--- src/hw/rtl/prefix_code_five_bit_repacker_macros.svh ---
// ----------------------------------------------------------------------------
// Prefix-code five-bit repacker: assertion macros
// Shared concurrent assertion forms, clocked on aclk and idle during reset.
// ----------------------------------------------------------------------------
`ifndef PREFIX_CODE_FIVE_BIT_REPACKER_MACROS_SVH
`define PREFIX_CODE_FIVE_BIT_REPACKER_MACROS_SVH

// Implication checked at every clock edge while out of reset.
`define PCFBR_ASSERT_IMPL(label, pre, post, msg) \
    label: assert property (@(posedge aclk) disable iff (!aresetn) (pre) |-> (post)) \
        else $error(msg);

// Implication whose consequent is checked at the following clock edge.
`define PCFBR_ASSERT_NEXT(label, pre, post, msg) \
    label: assert property (@(posedge aclk) disable iff (!aresetn) (pre) |=> (post)) \
        else $error(msg);

`endif

--- src/hw/rtl/pcfbr_pkg.sv ---
// ----------------------------------------------------------------------------
// Prefix-code five-bit repacker: package
// Code table, character classification and symbol-to-character mapping.
// ----------------------------------------------------------------------------
`default_nettype none

package pcfbr_pkg;

    localparam int CHAR_W   = 8;
    localparam int SYM_W    = 5;
    localparam int LEN_W    = 4;
    localparam int CODE_W   = 8;
    localparam int IDX_W    = 5;
    localparam int PEND_W   = 4;
    localparam int PCNT_W   = 3;
    localparam int ACC_W    = PEND_W + CODE_W;
    localparam int TOTAL_W  = 4;

    localparam logic [CHAR_W-1:0] NEWLINE_CHAR = 8'd10;
    localparam logic              KIND_CHAR    = 1'b0;
    localparam logic              KIND_FLUSH   = 1'b1;

    typedef struct packed {
        logic             hit;
        logic [IDX_W-1:0] idx;
    } lookup_t;

    typedef struct packed {
        logic [LEN_W-1:0]  len;
        logic [CODE_W-1:0] bits;
    } code_t;

    // Maps a byte to its code table index; hit is low for ignored bytes.
    function automatic lookup_t char_lookup(input logic [CHAR_W-1:0] c);
        lookup_t r;
        r.hit = 1'b1;
        r.idx = '0;
        if (c >= "A" && c <= "Z") begin
            r.idx = IDX_W'(c - "A" + 8'd6);
        end else begin
            unique case (c)
                " ":     r.idx = 5'd0;
                "'":     r.idx = 5'd1;
                ",":     r.idx = 5'd2;
                "-":     r.idx = 5'd3;
                ".":     r.idx = 5'd4;
                "?":     r.idx = 5'd5;
                default: r.hit = 1'b0;
            endcase
        end
        return r;
    endfunction

    function automatic code_t code_lookup(input logic [IDX_W-1:0] idx);
        code_t r;
        unique case (idx)
            5'd0:  r = '{4'd3, 8'h05};
            5'd1:  r = '{4'd6, 8'h00};
            5'd2:  r = '{4'd6, 8'h03};
            5'd3:  r = '{4'd8, 8'h91};
            5'd4:  r = '{4'd6, 8'h11};
            5'd5:  r = '{4'd6, 8'h01};
            5'd6:  r = '{4'd6, 8'h25};
            5'd7:  r = '{4'd8, 8'h9A};
            5'd8:  r = '{4'd4, 8'h05};
            5'd9:  r = '{4'd4, 8'h01};
            5'd10: r = '{4'd3, 8'h06};
            5'd11: r = '{4'd5, 8'h09};
            5'd12: r = '{4'd8, 8'h9B};
            5'd13: r = '{4'd6, 8'h10};
            5'd14: r = '{4'd4, 8'h07};
            5'd15: r = '{4'd8, 8'h98};
            5'd16: r = '{4'd4, 8'h06};
            5'd17: r = '{4'd5, 8'h04};
            5'd18: r = '{4'd8, 8'h99};
            5'd19: r = '{4'd8, 8'h9E};
            5'd20: r = '{4'd5, 8'h05};
            5'd21: r = '{4'd3, 8'h07};
            5'd22: r = '{4'd8, 8'h9F};
            5'd23: r = '{4'd4, 8'h08};
            5'd24: r = '{4'd5, 8'h06};
            5'd25: r = '{4'd5, 8'h07};
            5'd26: r = '{4'd8, 8'h9C};
            5'd27: r = '{4'd8, 8'h9D};
            5'd28: r = '{4'd6, 8'h02};
            5'd29: r = '{4'd8, 8'h92};
            5'd30: r = '{4'd8, 8'h93};
            default: r = '{4'd8, 8'h90};
        endcase
        return r;
    endfunction

    // Five-bit symbol to output character.
    function automatic logic [CHAR_W-1:0] sym_to_char(input logic [SYM_W-1:0] sym);
        logic [CHAR_W-1:0] r;
        if (sym <= 5'd25) begin
            r = "A" + {3'b000, sym};
        end else begin
            unique case (sym)
                5'd26:   r = " ";
                5'd27:   r = ".";
                5'd28:   r = ",";
                5'd29:   r = "-";
                5'd30:   r = "'";
                default: r = "?";
            endcase
        end
        return r;
    endfunction

endpackage

`default_nettype wire

--- src/hw/rtl/prefix_code_five_bit_repacker.sv ---
// ----------------------------------------------------------------------------
// Prefix-code five-bit repacker
// Encodes text bytes with a fixed prefix code and repacks the bit stream into
// five-bit symbols printed as characters.
// ----------------------------------------------------------------------------
// An input transaction is registered first, then encoded combinationally into
// up to two result characters, which are held in a two-entry result register
// and handed out one per cycle on the m_ side while m_ready is high. Each
// input passes through the input register and then the result register. A
// transaction that gives two results (two full symbols, or a padded symbol
// followed by a newline) holds the single result port until both are taken
// and the next transaction waits; transactions that give one result or none
// pass one per cycle while m_ready is high. The next input is taken while
// the previous results are still being delivered; the input register only
// passes its transaction on once the result register will be empty in the
// following cycle. The last result of each input transaction carries m_last.
// Bytes that are not in the code alphabet, and a flush with nothing pending,
// give no result and leave the accumulator untouched or emptied respectively.
// ----------------------------------------------------------------------------
`default_nettype none

module prefix_code_five_bit_repacker (
    input  wire logic                          aclk,
    input  wire logic                          aresetn,
    input  wire logic                          s_valid,
    output logic                               s_ready,
    input  wire logic                          s_kind,
    input  wire logic [pcfbr_pkg::CHAR_W-1:0]  s_char_code,
    output logic                               m_valid,
    input  wire logic                          m_ready,
    output logic      [pcfbr_pkg::CHAR_W-1:0]  m_out_char,
    output logic                               m_last
);
    import pcfbr_pkg::*;

    `include "prefix_code_five_bit_repacker_macros.svh"

    // Input register.
    logic              in_valid_reg;
    logic              in_kind_reg;
    logic [CHAR_W-1:0] in_char_reg;

    // Accumulator of leftover code bits, oldest bit most significant.
    logic [PEND_W-1:0] pend_bits_reg, pend_bits_next;
    logic [PCNT_W-1:0] pend_cnt_reg, pend_cnt_next;

    // Result register: up to two characters, delivered res0 first.
    logic [CHAR_W-1:0] res0_reg, res1_reg;
    logic [1:0]        res_cnt_reg;

    // Encoder outputs.
    logic [CHAR_W-1:0] enc_c0, enc_c1;
    logic [1:0]        enc_n;

    logic              out_take;
    logic              drain_done;
    logic              move;

    lookup_t            lk;
    code_t              cd;
    logic [ACC_W-1:0]   acc;
    logic [TOTAL_W-1:0] total;
    logic [TOTAL_W-1:0] rem;
    logic [SYM_W-1:0]   sym_hi, sym_lo, sym_pad;
    logic [ACC_W-1:0]   rem_mask;

    assign out_take   = m_valid && m_ready;
    // The result register will be empty at the next edge.
    assign drain_done = (res_cnt_reg == 2'd0) || (res_cnt_reg == 2'd1 && m_ready);
    assign move       = in_valid_reg && drain_done;
    assign s_ready    = !in_valid_reg || move;

    // Encoder: append the code to the pending bits and cut off whole symbols.
    always_comb begin
        lk      = char_lookup(in_char_reg);
        cd      = code_lookup(lk.idx);
        acc     = (ACC_W'(pend_bits_reg) << cd.len) | ACC_W'(cd.bits);
        total   = TOTAL_W'(pend_cnt_reg) + cd.len;
        sym_hi  = SYM_W'(acc >> (total - TOTAL_W'(5)));
        sym_lo  = SYM_W'(acc >> (total - TOTAL_W'(10)));
        rem     = (total >= TOTAL_W'(10)) ? total - TOTAL_W'(10)
                : (total >= TOTAL_W'(5))  ? total - TOTAL_W'(5) : total;
        rem_mask = ~(ACC_W'({ACC_W{1'b1}}) << rem);
        // Pending bits left-aligned into a symbol and padded with zeros.
        sym_pad = SYM_W'({1'b0, pend_bits_reg} << (PCNT_W'(5) - pend_cnt_reg));

        enc_c0         = NEWLINE_CHAR;
        enc_c1         = NEWLINE_CHAR;
        enc_n          = 2'd0;
        pend_bits_next = pend_bits_reg;
        pend_cnt_next  = pend_cnt_reg;

        if (in_kind_reg == KIND_FLUSH) begin
            pend_bits_next = '0;
            pend_cnt_next  = '0;
            if (pend_cnt_reg != '0) begin
                enc_c0 = sym_to_char(sym_pad);
                enc_n  = 2'd1;
            end
        end else if (in_char_reg == NEWLINE_CHAR) begin
            pend_bits_next = '0;
            pend_cnt_next  = '0;
            if (pend_cnt_reg != '0) begin
                enc_c0 = sym_to_char(sym_pad);
                enc_n  = 2'd2;
            end else begin
                enc_n  = 2'd1;
            end
        end else if (lk.hit) begin
            pend_bits_next = PEND_W'(acc & rem_mask);
            pend_cnt_next  = PCNT_W'(rem);
            if (total >= TOTAL_W'(10)) begin
                enc_c0 = sym_to_char(sym_hi);
                enc_c1 = sym_to_char(sym_lo);
                enc_n  = 2'd2;
            end else if (total >= TOTAL_W'(5)) begin
                enc_c0 = sym_to_char(sym_hi);
                enc_n  = 2'd1;
            end
        end
    end

    always_ff @(posedge aclk) begin
        if (!aresetn) begin
            in_valid_reg  <= 1'b0;
            pend_bits_reg <= '0;
            pend_cnt_reg  <= '0;
            res_cnt_reg   <= 2'd0;
        end else begin
            if (s_valid && s_ready) begin
                in_valid_reg <= 1'b1;
            end else if (move) begin
                in_valid_reg <= 1'b0;
            end

            if (move) begin
                pend_bits_reg <= pend_bits_next;
                pend_cnt_reg  <= pend_cnt_next;
                res_cnt_reg   <= enc_n;
            end else if (out_take) begin
                res_cnt_reg   <= res_cnt_reg - 2'd1;
            end
        end
    end

    // Payload registers, no reset needed.
    always_ff @(posedge aclk) begin
        if (s_valid && s_ready) begin
            in_kind_reg <= s_kind;
            in_char_reg <= s_char_code;
        end
        if (move) begin
            res0_reg <= enc_c0;
            res1_reg <= enc_c1;
        end else if (out_take) begin
            res0_reg <= res1_reg;
        end
    end

    assign m_valid    = (res_cnt_reg != 2'd0);
    assign m_out_char = res0_reg;
    assign m_last     = (res_cnt_reg == 2'd1);

    `PCFBR_ASSERT_IMPL(a_pend_cnt_range, 1'b1, pend_cnt_reg <= PCNT_W'(4), "pending count above four")
    `PCFBR_ASSERT_IMPL(a_res_cnt_range, 1'b1, res_cnt_reg <= 2'd2, "result count above two")
    `PCFBR_ASSERT_NEXT(a_two_results_first, move && enc_n == 2'd2, m_valid && !m_last, "first of two results not shown")
    `PCFBR_ASSERT_NEXT(a_second_result_last, out_take && res_cnt_reg == 2'd2, m_valid && m_last, "second result lost")
    `PCFBR_ASSERT_NEXT(a_flush_empties, move && in_kind_reg == KIND_FLUSH, pend_cnt_reg == '0, "flush left bits pending")

endmodule

`default_nettype wire
--- config.mk ---
export PLATFORM = sky130hd
export DESIGN_NAME = prefix_code_five_bit_repacker
export DESIGN_NICKNAME = d
export VERILOG_FILES = /design/src/hw/rtl/pcfbr_pkg.sv /design/src/hw/rtl/prefix_code_five_bit_repacker.sv
export VERILOG_INCLUDE_DIRS = /design/src /design/src/hw/rtl
export SDC_FILE = /design/constraint.sdc
export NUM_CORES = 1
export LEC_CHECK = 0
export ABC_AREA = 1
export BUFFER_PORTS_ARGS = -buffer_cell sky130_fd_sc_hd__buf_4
export CAP_MARGIN = 20
export CORE_ASPECT_RATIO = 0.75
export CORE_UTILIZATION = 55
export CTS_CLUSTER_DIAMETER = 80
export DETAILED_ROUTE_END_ITERATION = 8
export GPL_TIMING_DRIVEN = 0
export PLACE_DENSITY = 0.81
export SLEW_MARGIN = 20
export SYNTH_ARGS = -nofsm -noshare
export SYNTH_HDL_FRONTEND = slang
export SYNTH_SLANG_ARGS = --single-unit
--- constraint.sdc ---
create_clock -name aclk -period 16.6 [get_ports aclk]
set_input_delay 1.66 -clock aclk [delete_from_list [all_inputs] [get_ports aclk]]
set_output_delay 1.66 -clock aclk [all_outputs]
set_load 0.01 [all_outputs]
==> results.toml <==
[run_status]
status = "finished clean"

[timing]
rsz0062_at_grt = "no"
fin_skew_ps = 5.42
setup_viol = 0
finalCritPeriodShare = 0.404
drv_slew = 0
finalHoldViolCount = 0
post-route-min-period_ps = 6710
maxSlewHeadroom = 0.477
fmax_ghz = 0.149
fin_setup_tns_ps = 0
worst_pin_slew_ps = 784

[global_routing]
antenna_found_initial = 0
grt_max_degree = 17
grt_pass1_wl_um = 20800
grt_overflow = 0
grt.total_usage = 0.302
grt_pass1_vias = 4456

[power_and_ir_drop]
finalPower_uw = 537
powerDensity_nw_per_um2 = 110
power.leakage_uw = 0.00233
ir_drop_mv = 0.0665

[clock_tree]
ctsHoldBuffers = 0
numCtsBuffers = 5
cts.sinks = 33
ctsRootBufferMaster = "clkbuf_8"
cts-resized-gates = 0
post_cts_buffers = 0
insertion_delay_ps = 290
cts_tree = "yes"
clock_path_buffers = 2
clkSlewWorstSetupHoldPaths_ps = 70
cts_max_level = 2

[setup_path]
required_ps = 16650
cp-start-kind = "flop"
crit_top_cell = "nand2_1"
worstPathMaxFanout = 11
reg2reg_depth = 43
r2r_end = "m_out_char[1]"
crit_type = "flop to flop"
cp-end-kind = "flop"
rrSetupSlack_ps = 9890
cp_slowest_cell = "edfxtp_1"
cp_slowest_stage_delay_ps = 490
r2r-start = "in_char_reg[0]"
crit_arrival_ps = 6750

[synthesis]
synth_nets = 780
muxShareOfSynthArea = 0
synth_simple_gate_area_frac = 0.446
synth_top_family_by_area = "simple AND/OR/NAND/NOR gates"
synth_compound_area_frac = 0.127
synth.distinct_cells = 53
avgSynthCellArea_um2 = 6.16
seq_area_frac_synth = 0.198
synth-seq-cells = 33
synth-async-reset-ratio = 0
synth-edff-count = 23
netlist_instances = 731
synth_area_um2 = 4500
synth_xor_area_frac = 0.0278
ys_warn_count = 0
ys.flop_type = "edfxtp_1"
synth_fa_ha_area_frac = 0.102

[cells_and_area]
fillers = 751
nets = 809
drive_above_1_share = 0.110
seqCellArea_um2 = 891
largest_reg_flops = 8
area_growth_pct = 8.50
diodes = 0
multi_input_comb_area_um2 = 3160

[die]
die_h_um = 80.4
die_area_um2 = 8550
die_w_um = 106
coreArea_um2 = 7920
ios = 24
start_util = 0.569
rows = 28

[min_path]
min_to = "pend_bits_reg[1]"
hold_start = "pend_bits_reg[1]"
whs_path_depth = 2
hold_class = "flop to flop"

[routing]
final_antenna_net_count = 0
route.detailed.drc = 0
dr_total_vias = 5032
drt_first_pass_iters = 5
wire_per_inst_um = 14.3
wl_um = 12400
drtIter0Drc = 548
avgViaCountPerCell = 5.81

[placed_design]
place_congestion = 0.954
dpl.hpwl_um = 9980
port_buffers = 22

[flow_run]
drv_cap = 0
## worst max-delay path: cells and delay by family (launching register included)
| family | cells | cell delay (ps) |
|---|---|---|
| DFF | 1 | 490 |
| and+or+nand+nor | 23 | 2380 |
| buffers and inverters | 14 | 2080 |
| adders and majority gates | 5 | 1290 |
| xor gates and xnor gates | 1 | 230 |
## worst max path at each step
stage | start | depth (start not counted) | endpoint
final | in_char_reg[0] | 43 | m_out_char[1]
after global routing | in_char_reg[0] | 43 | m_out_char[2]
after CTS | in_char_reg[0] | 43 | m_out_char[1]
after detailed placement | in_char_reg[0] | 43 | m_out_char[2]
after global placement | in_char_reg[0] | 43 | m_out_char[2]
after floorplan | in_char_reg[0] | 43 | m_out_char[2]
## stage by stage
step | setup WS, ps | utilization | area, um2 | hold WS (ps) | cells
floorplan | 11210 | - | 4500 | 472 | 731
global placement | 10230 | 0.606 | 4800 | 504 | 858
detailed placement | 10100 | 0.606 | 4800 | 501 | 858
CTS | 10040 | 0.617 | 4880 | 526 | 866
global route | 9150 | 0.617 | 4880 | 561 | 866
finish | 9890 | 0.617 | 4880 | 536 | 866
## layout by cell type (no fill, tap or decap), drive strengths merged, types with 2 or more instances in the layout
master / count
a21boi: 2
a21oi: 38
a221oi: 2
a31oi: 8
buf: 29
clkbuf: 10
clkinv: 5
dfxtp: 10
edfxtp: 23
ha: 35
inv: 97
nand2: 219
nand3: 116
nand3b: 3
nand4: 10
nor2: 82
nor3: 6
nor4: 3
o2111ai: 3
o211ai: 7
o21a: 2
o21ai: 25
o221ai: 2
o311ai: 2
or2: 3
xor2: 9
## logic make-up (layout without fill, tap and decap cells)
kind of cell / count (synthesis) / count (layout)
AOI/OAI and AO/OA: 94 / 94
xor gates and xnor gates: 10 / 10
adders and majority gates: 36 / 36
buffers and inverters: 112 / 142
DFF: 33 / 33
other: 1 / 1
and+or+nand+nor: 445 / 445
## power breakdown
group | switching, uW | internal (uW) | total, uW | leakage (uW)
sequential | 7.32 | 110 | 117 | 0.000294
combinational | 246 | 115 | 361 | 0.00199
clock | 29.8 | 28.9 | 58.7 | 0.0000439
## Yosys cell counts (all sizes together) (2+ instances only)
master     n  area, um2
dfxtp     10        200
a21boi     2       18.8
buf        7       52.6
clkinv     3       11.3
nor3       6       41.3
ha        35        438
o311ai     2       17.5
a31oi      8       56.3
nor4       3       18.8
nand4     10       68.8
o211ai     7       52.6
nor2      82        345
nand3b     3       22.5
a221oi     2       17.5
edfxtp    23        691
or2        3       21.3
xor2       9        116
clkbuf     5       18.8
a21oi     38        198
o21a       2       15.0
nand2    219        867
inv       97        364
o2111ai    3       26.3
nand3    116        601
o21ai     25        129
o221ai     2       17.5
## routing by layer
layer / GRT usage / routed length, um
met1: 0.439 / 5820
met2: 0.477 / 5200
met3: 0.0341 / 1220
met4: 0.0726 / 176
met5: 0 / 0
## layout make-up
type | count | share of cell area
multi-input cells | 586 | 0.648
flip-flops and latches | 33 | 0.182
inverters | 100 | 0.0768
repair buffers | 22 | 0.0338
well taps | 105 | 0.0269
plain buffers | 12 | 0.0146
clock buffers | 5 | 0.0141
clock inverters | 3 | 0.00359
Note: power is estimated with default switching activity, not from simulation.
